===== config.mk =====
export PLATFORM = sky130hd
export DESIGN_NAME = fat_tree_aggregate_route_and_barrier_core
export DESIGN_NICKNAME = d
export VERILOG_FILES = /design/src/rtl/core/ftar_pkg.sv /design/src/rtl/core/fat_tree_aggregate_route_and_barrier_core.sv /design/src/rtl/core/ftar_least_loaded.sv /design/src/rtl/core/ftar_route_decide.sv
export SDC_FILE = /design/constraint.sdc
export NUM_CORES = 1
export LEC_CHECK = 0
export ABC_AREA = 0
export BUFFER_PORTS_ARGS = -buffer_cell sky130_fd_sc_hd__buf_2
export CORE_MARGIN = 2
export CORE_UTILIZATION = 45
export DETAILED_ROUTE_END_ITERATION = 10
export GPL_TIMING_DRIVEN = 0
export HOLD_SLACK_MARGIN = 0.08
export PLACE_DENSITY = 0.71
export SLEW_MARGIN = 20
export SYNTH_ARGS = -nofsm -noshare
export SYNTH_HDL_FRONTEND = slang
export SYNTH_HIERARCHICAL = 1
export SYNTH_SLANG_ARGS = --single-unit

===== constraint.sdc =====
create_clock -name clk -period 6 [get_ports clk]
set_input_delay 0.9 -clock clk [delete_from_list [all_inputs] [get_ports clk]]
set_output_delay 0.9 -clock clk [all_outputs]
set_load 0.05 [all_outputs]

===== src/rtl/core/ftar_pkg.sv =====
`default_nettype none
// ----------------------------------------------------------------------------
// ftar_pkg
// Shared constants, codes and types for the fat-tree aggregation route core.
// ----------------------------------------------------------------------------
package ftar_pkg;

    localparam int PORTS      = 8;
    localparam int LOAD_BITS  = 8;

    localparam int UP_PORTS   = PORTS / 2;
    localparam int DOWN_PORTS = PORTS / 2;
    localparam int NODE_SPAN  = DOWN_PORTS * DOWN_PORTS;

    // fixed field widths
    localparam int FUNC_W  = 3;
    localparam int SRC_W   = 3;
    localparam int DEST_W  = 10;
    localparam int LOADS_W = 32;
    localparam int MASK_W  = 8;
    localparam int ERR_W   = 3;
    localparam int SWID_W  = 8;

    localparam int PORT_IDX_W = $clog2(PORTS);
    localparam int UP_IDX_W   = (UP_PORTS > 1) ? $clog2(UP_PORTS) : 1;
    localparam int BASE_W     = SWID_W + $clog2(DOWN_PORTS) + 2;
    localparam int CMP_W      = (SRC_W > PORT_IDX_W) ? SRC_W + 1 : PORT_IDX_W + 1;

    localparam logic [PORTS-1:0] ALL_UP_MASK   = PORTS'((1 << UP_PORTS) - 1);
    localparam logic [PORTS-1:0] ALL_DOWN_MASK =
        PORTS'(((1 << DOWN_PORTS) - 1) << UP_PORTS);

    typedef enum logic [FUNC_W-1:0] {
        FUNC_DIRECT    = 3'd0,
        FUNC_BROADCAST = 3'd1,
        FUNC_BAR_REQ   = 3'd2,
        FUNC_BAR_REL   = 3'd3,
        FUNC_GATHER    = 3'd4
    } func_t;

    typedef enum logic [ERR_W-1:0] {
        ERR_OK               = 3'd0,
        ERR_BAR_REQ_FROM_UP  = 3'd1,
        ERR_REL_FROM_DOWN    = 3'd2,
        ERR_GATHER_TO_SRC    = 3'd3,
        ERR_GATHER_UP_REMOTE = 3'd4
    } err_t;

    typedef struct packed {
        logic [PORTS-1:0] port_mask;
        err_t             error;
    } route_result_t;

endpackage : ftar_pkg
`default_nettype wire


===== src/rtl/core/fat_tree_aggregate_route_and_barrier_core.sv =====
`default_nettype none
// Pipeline: an accepted input beat passes the input register, then the result
//   register, before it shows on out_valid.
// One header per cycle unless out_stall; the decision is one pass of logic.
// Reset clears both valid flags, the barrier release flags and switch_id.
// ----------------------------------------------------------------------------
// fat_tree_aggregate_route_and_barrier_core
// Fat-tree aggregation switch routing stage: port mask and error per header.
// ----------------------------------------------------------------------------
module fat_tree_aggregate_route_and_barrier_core (
    input  wire logic                         clk,
    input  wire logic                         rst_n,

    input  wire logic                         cfg_valid,
    output logic                              cfg_ready,
    input  wire logic [ftar_pkg::SWID_W-1:0]  cfg_data,

    input  wire logic                         in_valid,
    output logic                              in_stall,
    input  wire logic [ftar_pkg::FUNC_W-1:0]  func,
    input  wire logic [ftar_pkg::SRC_W-1:0]   source_port,
    input  wire logic [ftar_pkg::DEST_W-1:0]  destination,
    input  wire logic [ftar_pkg::LOADS_W-1:0] up_loads,

    output logic                              out_valid,
    input  wire logic                         out_stall,
    output logic      [ftar_pkg::MASK_W-1:0]  port_mask,
    output logic      [ftar_pkg::ERR_W-1:0]   error
);
    import ftar_pkg::*;

    logic                 in_valid_reg;
    logic [FUNC_W-1:0]    func_reg;
    logic [SRC_W-1:0]     source_port_reg;
    logic [DEST_W-1:0]    destination_reg;
    logic [LOADS_W-1:0]   up_loads_reg;

    logic                 out_valid_reg;
    route_result_t        out_result_reg;

    logic [SWID_W-1:0]    switch_id_reg;
    logic [UP_PORTS-1:0]  release_seen_reg;
    logic [UP_PORTS-1:0]  release_seen_next;

    route_result_t        result;
    logic                 out_advance;
    logic                 in_accept;
    logic                 step;

    assign cfg_ready   = 1'b1;
    assign out_advance = !out_valid_reg || !out_stall;
    assign in_stall    = in_valid_reg && !out_advance;
    assign in_accept   = in_valid && !in_stall;
    assign step        = in_valid_reg && out_advance;

    ftar_route_decide u_decide (
        .func              (func_reg),
        .source_port       (source_port_reg),
        .destination       (destination_reg),
        .up_loads          (up_loads_reg),
        .switch_id         (switch_id_reg),
        .release_seen      (release_seen_reg),
        .result            (result),
        .release_seen_next (release_seen_next)
    );

    always_ff @(posedge clk or negedge rst_n)
    begin
        if (!rst_n)
        begin
            in_valid_reg     <= 1'b0;
            out_valid_reg    <= 1'b0;
            switch_id_reg    <= '0;
            release_seen_reg <= '0;
        end
        else
        begin
            if (!in_stall)
                in_valid_reg <= in_valid;
            if (out_advance)
                out_valid_reg <= in_valid_reg;
            if (cfg_valid && cfg_ready)
                switch_id_reg <= cfg_data;
            // flags move only when the header leaves for the result register
            if (step)
                release_seen_reg <= release_seen_next;
        end
    end

    always_ff @(posedge clk)
    begin
        if (in_accept)
        begin
            func_reg        <= func;
            source_port_reg <= source_port;
            destination_reg <= destination;
            up_loads_reg    <= up_loads;
        end
        if (step)
            out_result_reg <= result;
    end

    assign out_valid = out_valid_reg;
    assign port_mask = MASK_W'(out_result_reg.port_mask);
    assign error     = ERR_W'(out_result_reg.error);

endmodule : fat_tree_aggregate_route_and_barrier_core
`default_nettype wire


===== src/rtl/core/ftar_least_loaded.sv =====
`default_nettype none
// ----------------------------------------------------------------------------
// ftar_least_loaded
// Picks the up port with the smallest queue load, lowest index on ties.
// ----------------------------------------------------------------------------
module ftar_least_loaded (
    input  wire logic [ftar_pkg::LOADS_W-1:0] up_loads,
    output logic      [ftar_pkg::PORTS-1:0]   up_one
);
    import ftar_pkg::*;

    logic [LOAD_BITS-1:0] load_arr [UP_PORTS];
    logic [LOAD_BITS-1:0] best_load;
    logic [UP_IDX_W-1:0]  best_idx;

    // a load field past the top of the input word reads as zero
    always_comb
    begin
        for (int i = 0; i < UP_PORTS; i++)
        begin
            if (i * LOAD_BITS >= LOADS_W)
                load_arr[i] = '0;
            else
                load_arr[i] = LOAD_BITS'(up_loads >> (i * LOAD_BITS));
        end
    end

    always_comb
    begin
        best_load = load_arr[0];
        best_idx  = '0;
        for (int i = 1; i < UP_PORTS; i++)
        begin
            if (load_arr[i] < best_load)
            begin
                best_load = load_arr[i];
                best_idx  = UP_IDX_W'(i);
            end
        end
        up_one = PORTS'(1) << best_idx;
    end

endmodule : ftar_least_loaded
`default_nettype wire


===== src/rtl/core/ftar_route_decide.sv =====
`default_nettype none
// ----------------------------------------------------------------------------
// ftar_route_decide
// Output-port decision for one header, plus barrier release flag update.
// ----------------------------------------------------------------------------
module ftar_route_decide (
    input  wire logic [ftar_pkg::FUNC_W-1:0]   func,
    input  wire logic [ftar_pkg::SRC_W-1:0]    source_port,
    input  wire logic [ftar_pkg::DEST_W-1:0]   destination,
    input  wire logic [ftar_pkg::LOADS_W-1:0]  up_loads,
    input  wire logic [ftar_pkg::SWID_W-1:0]   switch_id,
    input  wire logic [ftar_pkg::UP_PORTS-1:0] release_seen,
    output ftar_pkg::route_result_t            result,
    output logic      [ftar_pkg::UP_PORTS-1:0] release_seen_next
);
    import ftar_pkg::*;

    logic [PORTS-1:0]      up_one;
    logic [BASE_W-1:0]     base;
    logic [BASE_W-1:0]     dest_x;
    logic [BASE_W-1:0]     offset;
    logic                  is_local;
    logic                  from_down;
    logic                  src_real;
    logic [PORT_IDX_W-1:0] target;
    logic [PORTS-1:0]      target_one;
    logic                  target_is_src;
    logic [UP_PORTS-1:0]   rel_set;
    logic [PORTS-1:0]      flood;

    ftar_least_loaded u_least_loaded (
        .up_loads (up_loads),
        .up_one   (up_one)
    );

    always_comb
    begin
        base      = BASE_W'(switch_id / DOWN_PORTS) * BASE_W'(NODE_SPAN);
        dest_x    = BASE_W'(destination);
        is_local  = (dest_x >= base) && (dest_x < base + BASE_W'(NODE_SPAN));
        offset    = dest_x - base;
        target    = PORT_IDX_W'(UP_PORTS) + PORT_IDX_W'(offset / DOWN_PORTS);
        target_one = PORTS'(1) << target;
        target_is_src = CMP_W'(target) == CMP_W'(source_port);

        from_down = CMP_W'(source_port) >= CMP_W'(UP_PORTS);
        src_real  = CMP_W'(source_port) <  CMP_W'(PORTS);

        // broadcast from below: all down ports plus one up port, minus the arrival port
        flood = ALL_DOWN_MASK | up_one;
        if (src_real)
            flood = flood & ~(PORTS'(1) << source_port);

        rel_set = release_seen | (UP_PORTS'(1) << source_port);

        result.port_mask  = '0;
        result.error      = ERR_OK;
        release_seen_next = release_seen;

        unique case (func)
            FUNC_DIRECT:
            begin
                result.port_mask = is_local ? target_one : up_one;
            end
            FUNC_BROADCAST:
            begin
                result.port_mask = from_down ? flood : ALL_DOWN_MASK;
            end
            FUNC_BAR_REQ:
            begin
                if (from_down)
                    result.port_mask = ALL_UP_MASK;
                else
                    result.error = ERR_BAR_REQ_FROM_UP;
            end
            FUNC_BAR_REL:
            begin
                if (from_down)
                    result.error = ERR_REL_FROM_DOWN;
                else if (&rel_set)
                begin
                    result.port_mask  = ALL_DOWN_MASK;
                    release_seen_next = '0;
                end
                else
                    release_seen_next = rel_set;
            end
            FUNC_GATHER:
            begin
                if (from_down)
                begin
                    if (!is_local)
                        result.port_mask = up_one;
                    else if (target_is_src)
                        result.error = ERR_GATHER_TO_SRC;
                    else
                        result.port_mask = target_one;
                end
                else if (is_local)
                    result.port_mask = target_one;
                else
                    result.error = ERR_GATHER_UP_REMOTE;
            end
            default:
            begin
                result.port_mask = '0;
            end
        endcase
    end

endmodule : ftar_route_decide
`default_nettype wire

### Word level (Yosys, flattened, before mapping)

Cells that the tools add are included.

| word-level totals | value |
|---|---|
| output and inout port bits | 14 |
| logic and storage cells | 66 |
| register bits | 73 |
| input port bits | 61 |

| operators by class | value |
|---|---|
| add/subtract/negate cells | 3 |
| $lt $le $gt $ge | 6 |
| reduce and logical (&&, ||, !) cells | 12 |
| equality and inequality tests | 5 |
| shift operators | 4 |
| bitwise gates (word level) | 4 |
| multiplexer cells | 22 |

Operators with widths:

| operator | number |
|---|---|
| 8-bit two-way mux | 9 |
| 8-bit one-hot mux with 5 select lines | 1 |
| 8-bit less-than comparator | 3 |
| 1-bit by 3-bit << shifter with 8-bit output, first input constant | 2 |
| 10-bit by 5-bit adder with 11-bit output, second input constant | 1 |
| 10-bit by 11-bit less-than comparator with 1-bit output | 1 |
| 11-bit two-way mux | 1 |
| 10-bit greater-or-equal comparator | 1 |
| 3-bit one-hot mux with 3 select lines | 1 |
| 8-bit bitwise AND | 1 |
| 2-bit two-way mux | 4 |
| 4-bit two-way mux | 2 |
| 8-bit NOT | 1 |
| 1-bit by 2-bit << shifter with 8-bit output, first input constant | 1 |
| 3-bit by 2-bit == test with 1-bit output, second input constant | 2 |
| 3-bit two-way mux | 2 |
| 5-bit subtractor | 1 |
| 1-bit logical AND | 4 |
| 1-bit logical NOT | 4 |
| 4-bit OR | 1 |
| 4-bit AND reduction | 1 |
| 1-bit by 3-bit << shifter with 4-bit output, first input constant | 1 |
| 3-bit adder, first input constant | 1 |
| 3-bit by 1-bit == test with 1-bit output, second input constant | 1 |
| other kinds (8) | 9 |

### Logic depth before layout (Yosys ltp)

Gate-level depths: netlist of the first run.

| depth | value |
|---|---|
| depth in word-level cells | 10 |
| mapped depth | 25 |

### By module

Netlist of the first run, hierarchy kept.

By module, submodules not included:

| module | cells an instance | area an instance (µm²) | seq. area each (µm²) | times used |
|---|---|---|---|---|
| fat_tree_aggregate_route_and_barrier_core | 94 | 2322.2 | 2122.0 | 1 |
| ftar_route_decide | 139 | 923.4 | 0.0 | 1 |
| ftar_least_loaded | 105 | 783.3 | 0.0 | 1 |

### Worst setup path before layout of the first run

Ideal clock, no wire load.

| path | value |
|---|---|
| kind | register to register |
| from | reg up_loads_reg[15] |
| to | reg out_result_reg (netlist bit port_mask[0]), data pin |
| arrival | 4.477 ns |
| library setup time | 0.261 ns |
| data required time | 5.739 ns |
| clock period less this slack | 4.738 ns |
| setup slack | 1.262 ns |
| path buffers | 3 |
| stages on the path, launching flop included | 22 |
| cell sequence | edfxtp_1 > ha_1 > nand4_1 > o311ai_1 > buf_6 > mux2i_1 > ha_1 > a21oi_1 > o21ai_0 > a2111oi_0 > a21o_1 > buf_4 > buf_6 > a21oi_1 > ha_1 > a211o_1 > nor3_1 > nand2_1 > and3_1 > nand2_1 > a21oi_1 > a311o_1 |

RTL lines:

| element | line | source |
|---|---|---|
| start: declaration | fat_tree_aggregate_route_and_barrier_core.sv:36 | `logic [LOADS_W-1:0] up_loads_reg;` |
| start signal: assignment | fat_tree_aggregate_route_and_barrier_core.sv:97 | `up_loads_reg <= up_loads;` |
| end signal: assignment | fat_tree_aggregate_route_and_barrier_core.sv:100 | `out_result_reg <= result;` |
| end: declaration | fat_tree_aggregate_route_and_barrier_core.sv:39 | `route_result_t out_result_reg;` |

==> results.sh, run 1 <==
export IMPL_outcome="completed"
export IMPL_syn_inst=334
export IMPL_portBuffers=70
export IMPL_yosysWarnings=6
export IMPL_rsz0062_at_grt="false"
export IMPL_post_cts_buffers=0
export IMPL_num_rows=34
export IMPL_syn_area_um2=3956
export IMPL_r2r_start="up_loads_reg[6]$_DFFE_PP_"
export IMPL_worst_slack_ps=536.9
export IMPL_final_layout_size_suffix_gt1_share_pct=27.83
export IMPL_vias=2837
export IMPL_start_kind="flop"
export IMPL_maxCapViolations=0
export IMPL_finalSetupTns_ps=0
export IMPL_fin_crit_sh_pct=91.05
export IMPL_grt_pass1_vias=2762
export IMPL_final_hold_viol_count=0
export IMPL_gp_congestion=0.8842
export IMPL_cts_made_buffers=9
export IMPL_arrival_ps=5550
export IMPL_ctsHoldBuffers=0
export IMPL_die_h_um=97.77
export IMPL_largest_reg_flops=32
export IMPL_die_x_um=97.77
export IMPL_filler_cell_count=747
export IMPL_crit_start="up_loads_reg[6]$_DFFE_PP_"
export IMPL_drt_wl_total_um=7674
export IMPL_critPathKind="flop to flop"
export IMPL_drc=0
export IMPL_finalSetupViolCount=0
export IMPL_wl_per_cell_um=14.42
export IMPL_cts_htree_levels=3
export IMPL_n_antenna_cell=0
export IMPL_dieArea_um2=9558
export IMPL_slew_viol_final=0
export IMPL_avgSynthCellArea_um2=11.85
export IMPL_final_setup_skew_ps=10.28
export IMPL_power_density_nw_per_um2=301.2
export IMPL_grt_max_degree=37
export IMPL_start_util_pct=45.81
export IMPL_drt_iter0_markers=69
export IMPL_pre_cts_ws_ps=559.0
export IMPL_max_slew_worst_pin_slew_ps=526.5
export IMPL_antenna_found_initial=0
export IMPL_cts_tree="done"
export IMPL_max_freq_mhz=183.0
export IMPL_required_ps=6090
export IMPL_crit_fanout=10
export IMPL_hold_path_class="primary input to async pin"
export IMPL_cts_sinks=71
export IMPL_fin_crit_ps=5463
export IMPL_maxSlewHeadroom_pct=64.63
export IMPL_fin_nets=514
export IMPL_end_kind="flop"
export IMPL_antenna_left=0
export IMPL_areaGrowthSynthToFinish_pct=19.29
export IMPL_cts_buffer_depth=2
export IMPL_core_area_um2=8636
export IMPL_drt_first_pass_iters=4
export IMPL_path_clk_slew_ps=80
export IMPL_num_io_pins=75
export IMPL_ir_worst_vdd_mv=0.1263
export IMPL_via_per_inst=5.333
export IMPL_cts_resized_gates=0
export IMPL_grt_ovfl_total=0
export IMPL_hpwl_um=5851
export IMPL_clk_latency_ps=340
export IMPL_grt_first_pass_wirelength_um=12850
export IMPL_root_buffer="clkbuf_8"
export IMPL_grt_usage_pct=16.85
export IMPL_p_leak_nw=1.996
export IMPL_utilization_pct=54.65
-- power by group --
part           switching (mW)  internal, mW  total (mW)
clock                   0.184         0.276       0.460
sequential             0.0334         0.588       0.621
combinational           0.200         0.140       0.340
-- cell type report --
| cell class | count | area [um2] | share of cell area [%] |
|---|---|---|---|
| clock buffers | 9 | 123.9 | 2.625 |
| plain buffers | 13 | 88.84 | 1.882 |
| repair buffers | 71 | 370.4 | 7.847 |
| clock inverters | 7 | 121.4 | 2.572 |
| flip-flops and latches | 71 | 2072 | 43.90 |
| well taps | 108 | 135.1 | 2.863 |
| inverters | 21 | 78.83 | 1.670 |
| multi-input cells | 232 | 1729 | 36.64 |
-- metrics by stage --
stage | hold WS, ps | area (um2) | power [mW] | cells
floorplan | 455.9 | 3968 | 0.8797 | 337
global placement | 465.5 | 4453 | 0.9553 | 515
detailed placement | 476.6 | 4474 | 0.9708 | 516
CTS | 425.8 | 4720 | 1.433 | 532
global route | 427.4 | 4720 | 1.506 | 532
finish | 424.6 | 4720 | 1.422 | 532
-- routing by layer --
metal  part of all wire, %  global-route usage, %  routed length (um)
met2                    50                  28.81                3817
met4                   1.0                  4.915                  79
met5                     0                      0                   0
met1                    44                  21.00                3351
met3                   5.5                  4.724                 425
-- worst paths after layout --
path	endpoint	slack [ps]	cells past startpoint
worst max register to register	port_mask[0]$_DFFE_PP_	540	23
min in group clk	out_valid$_DFFE_PN0P_	500	1
worst max-delay path	port_mask[0]$_DFFE_PP_	540	23
worst min-delay path	out_valid$_DFFE_PN0P_	420	1
max in group asynchronous	switch_id_reg[3]$_DFFE_PN0P_	5350	1
worst min register to register	out_valid$_DFFE_PN0P_	500	1
-- critical path, stage by stage, from the launching register on --
cell and delay (ps):
edfxtp_1 370, inv_1 60, ha_1 300, nand4_1 140, o311ai_1 430, buf_6 230, mux2i_1 260, ha_1 300
a21oi_1 130, o21ai_0 130, a2111oi_0 470, a21o_1 170, buf_4 160, buf_6 150, a21oi_1 80, ha_1 300
a21oi_1 140, o21ai_0 130, nor3_1 450, nand2_1 140, and3_1 220, nand2_1 60, a21oi_1 70, a311o_1 330
-- layout by cell type, fill, tap and decap left out, drive strengths merged, types with 3 or more instances in the layout --
master and count:
clkbuf 12, bufinv 3, mux2 10, nand2 21
nand4 3, and2 3, conb 5, nor4 7
nand2b 5, dfrtp 12, a21o 6, a311o 4
nand3 11, o21ai 10, a21oi 29, nand3b 3
nor3 4, clkinvlp 3, inv 21, nor2b 3
o31ai 3, a2111oi 4, buf 81, a31oi 4
ha 34, mux2i 9, o32ai 3, nor2 20
xnor2 5, edfxtp 59
No activity file was read; power rests on OpenSTA's default activity.
==> run 2, diff against run 1 <==
--- a/config.mk
+++ b/config.mk
@@ -8,11 +8,11 @@
 export ABC_AREA = 0
 export BUFFER_PORTS_ARGS = -buffer_cell sky130_fd_sc_hd__buf_2
 export CORE_MARGIN = 2
-export CORE_UTILIZATION = 45
+export CORE_UTILIZATION = 56
 export DETAILED_ROUTE_END_ITERATION = 10
 export GPL_TIMING_DRIVEN = 0
 export HOLD_SLACK_MARGIN = 0.08
-export PLACE_DENSITY = 0.71
+export PLACE_DENSITY = 0.84
 export SLEW_MARGIN = 20
 export SYNTH_ARGS = -nofsm -noshare
 export SYNTH_HDL_FRONTEND = slang
==> run 2 against run 1 <==
Largest cell class unchanged; worst setup slack gained 10 ps; global-route usage grew 4.8 points; wire length grew 2.0%.
==> results.sh, run 2 (synthesis results as in run 1) <==
export IMPL_ir_worst_vdd_mv=0.1718
export IMPL_utilization_pct=68.28
export IMPL_layout_commonest_cell="buf_2"
export IMPL_path_clk_slew_ps=80
export IMPL_fin_crit_sh_pct=90.88
export IMPL_drc=0
export IMPL_max_slew_worst_pin_slew_ps=521.4
export IMPL_num_io_pins=75
export IMPL_cts_resized_gates=0
export IMPL_portBuffers=70
export IMPL_final_area_um2=4664
export IMPL_ctsHoldBuffers=0
export IMPL_die_x_um=88.05
export IMPL_final_hold_viol_count=0
export IMPL_pre_cts_ws_ps=626.7
export IMPL_finalSetupViolCount=0
export IMPL_crit_fanout=10
export IMPL_arrival_ps=5520
export IMPL_layout_common_cells="buf_2, edfxtp_1, ha_1"
export IMPL_clk_latency_ps=330
export IMPL_cts_sinks=71
export IMPL_fin_cells=520
export IMPL_end_kind="flop"
export IMPL_wl_per_cell_um=15.06
export IMPL_cts_htree_levels=3
export IMPL_antenna_left=0
export IMPL_placed_area_um2=4459
export IMPL_grt_ovfl_total=0
export IMPL_final_layout_size_suffix_gt1_share_pct=27.36
export IMPL_final_setup_skew_ps=9.771
export IMPL_vias=2921
export IMPL_grt_max_degree=37
export IMPL_drt_first_pass_iters=5
export IMPL_via_per_inst=5.617
export IMPL_grt_first_pass_wirelength_um=12810
export IMPL_crit_start="up_loads_reg[2]$_DFFE_PP_"
export IMPL_outcome="completed"
export IMPL_gp_congestion=0.9193
export IMPL_power_density_nw_per_um2=289.3
export IMPL_grt_usage_pct=21.62
export IMPL_fin_nets=514
export IMPL_die_h_um=88.05
export IMPL_max_freq_mhz=183.4
export IMPL_maxSlewHeadroom_pct=64.97
export IMPL_p_leak_nw=1.991
export IMPL_r2r_worst_path_cells=25
export IMPL_r2r_setup_slack_ps=550
export IMPL_power_mw=1.349
export IMPL_n_antenna_cell=0
export IMPL_filler_cell_count=515
export IMPL_cts_made_buffers=9
export IMPL_num_rows=30
export IMPL_drt_wl_total_um=7831
export IMPL_rsz0062_at_grt="false"
export IMPL_grt_pass1_vias=2896
export IMPL_hpwl_um=6006
export IMPL_critPathKind="flop to flop"
export IMPL_fin_crit_ps=5453
export IMPL_hold_path_class="primary input to async pin"
export IMPL_areaGrowthSynthToFinish_pct=17.90
export IMPL_antenna_found_initial=0
export IMPL_finalSetupTns_ps=0
export IMPL_fin_hold_ws_ps=440.5
export IMPL_largest_reg_flops=32
export IMPL_cts_tree="done"
export IMPL_required_ps=6070
export IMPL_post_cts_buffers=0
export IMPL_root_buffer="clkbuf_8"
export IMPL_r2r_end="port_mask[0]$_DFFE_PP_"
export IMPL_r2r_start="up_loads_reg[2]$_DFFE_PP_"
export IMPL_maxCapViolations=0
export IMPL_start_kind="flop"
export IMPL_start_util_pct=57.91
export IMPL_core_area_um2=6832
export IMPL_drt_iter0_markers=217
export IMPL_crit_end="port_mask[0]$_DFFE_PP_"
export IMPL_dp_cells=504
export IMPL_cts_buffer_depth=2
export IMPL_slew_viol_final=0
export IMPL_dieArea_um2=7753
export IMPL_worst_slack_ps=547.0
-- run 2: cell types whose count changed in the layout (fill, tap and decap cells not counted), sizes merged --
| cell | delta |
|---|---|
| clkinvlp | -3 |
| clkbuf | +5 |
| clkinv | +1 |
| bufinv | -3 |
-- run 2: layout make-up --
type	instances	area [um2]	share of cell area, %
buffer	13	88.84	1.905
clock buffer	14	195.2	4.185
clock inverter	2	10.01	0.2146
inverter	21	78.83	1.690
multi-input combinational	232	1729	37.07
sequential	71	2072	44.42
tap	96	120.1	2.575
timing repair buffer	71	370.4	7.940
-- run 2: where the power goes --
part           leakage (nW)  internal, mW  switching (mW)  total [mW]
Clock                 0.107         0.211           0.170       0.381
Sequential            0.714         0.588          0.0321       0.620
Combinational          1.17         0.141           0.207       0.348
-- run 2: how the worst min path moves through the flow --
stage / depth (start not counted) / start / slack (ps) / end
after floorplan: 1 / in_valid_reg$_DFFE_PN0N_ / 460 / out_valid$_DFFE_PN0P_
after global placement: 1 / in_valid_reg$_DFFE_PN0N_ / 490 / out_valid$_DFFE_PN0P_
after detailed placement: 1 / in_valid_reg$_DFFE_PN0N_ / 510 / out_valid$_DFFE_PN0P_
after CTS: 1 / rst_n / 430 / release_seen_reg[0]$_DFFE_PN0P_
after global routing: 1 / rst_n / 440 / release_seen_reg[0]$_DFFE_PN0P_
final: 1 / rst_n / 440 / release_seen_reg[0]$_DFFE_PN0P_
-- run 2: worst max-delay path, cell delays in order (launching register included) --
cell and delay, ps:
edfxtp_1 400, inv_1 80, ha_1 210, o21a_1 160, nor2_1 50, o311ai_1 350
buf_6 230, mux2i_1 290, ha_1 300, a21oi_1 140, o21ai_0 130, a2111oi_0 390
a21o_1 170, buf_4 170, buf_6 160, nor2_1 50, a21oi_1 150, ha_1 280
nand2_1 70, o21ai_0 120, nor3_1 450, nand2_1 120, and3_1 210, nand2_1 70
a21oi_1 80, a311o_1 360
-- run 2: layer usage --
layer  track usage (%)  routed length (um)  vias to the layer above
met5                 0                   0                        -
met4             6.887                  89                        0
met3             5.372                 475                        8
met2             34.99                3833                      113
met1             28.96                3433                     1370
li1                  -                   -                     1430
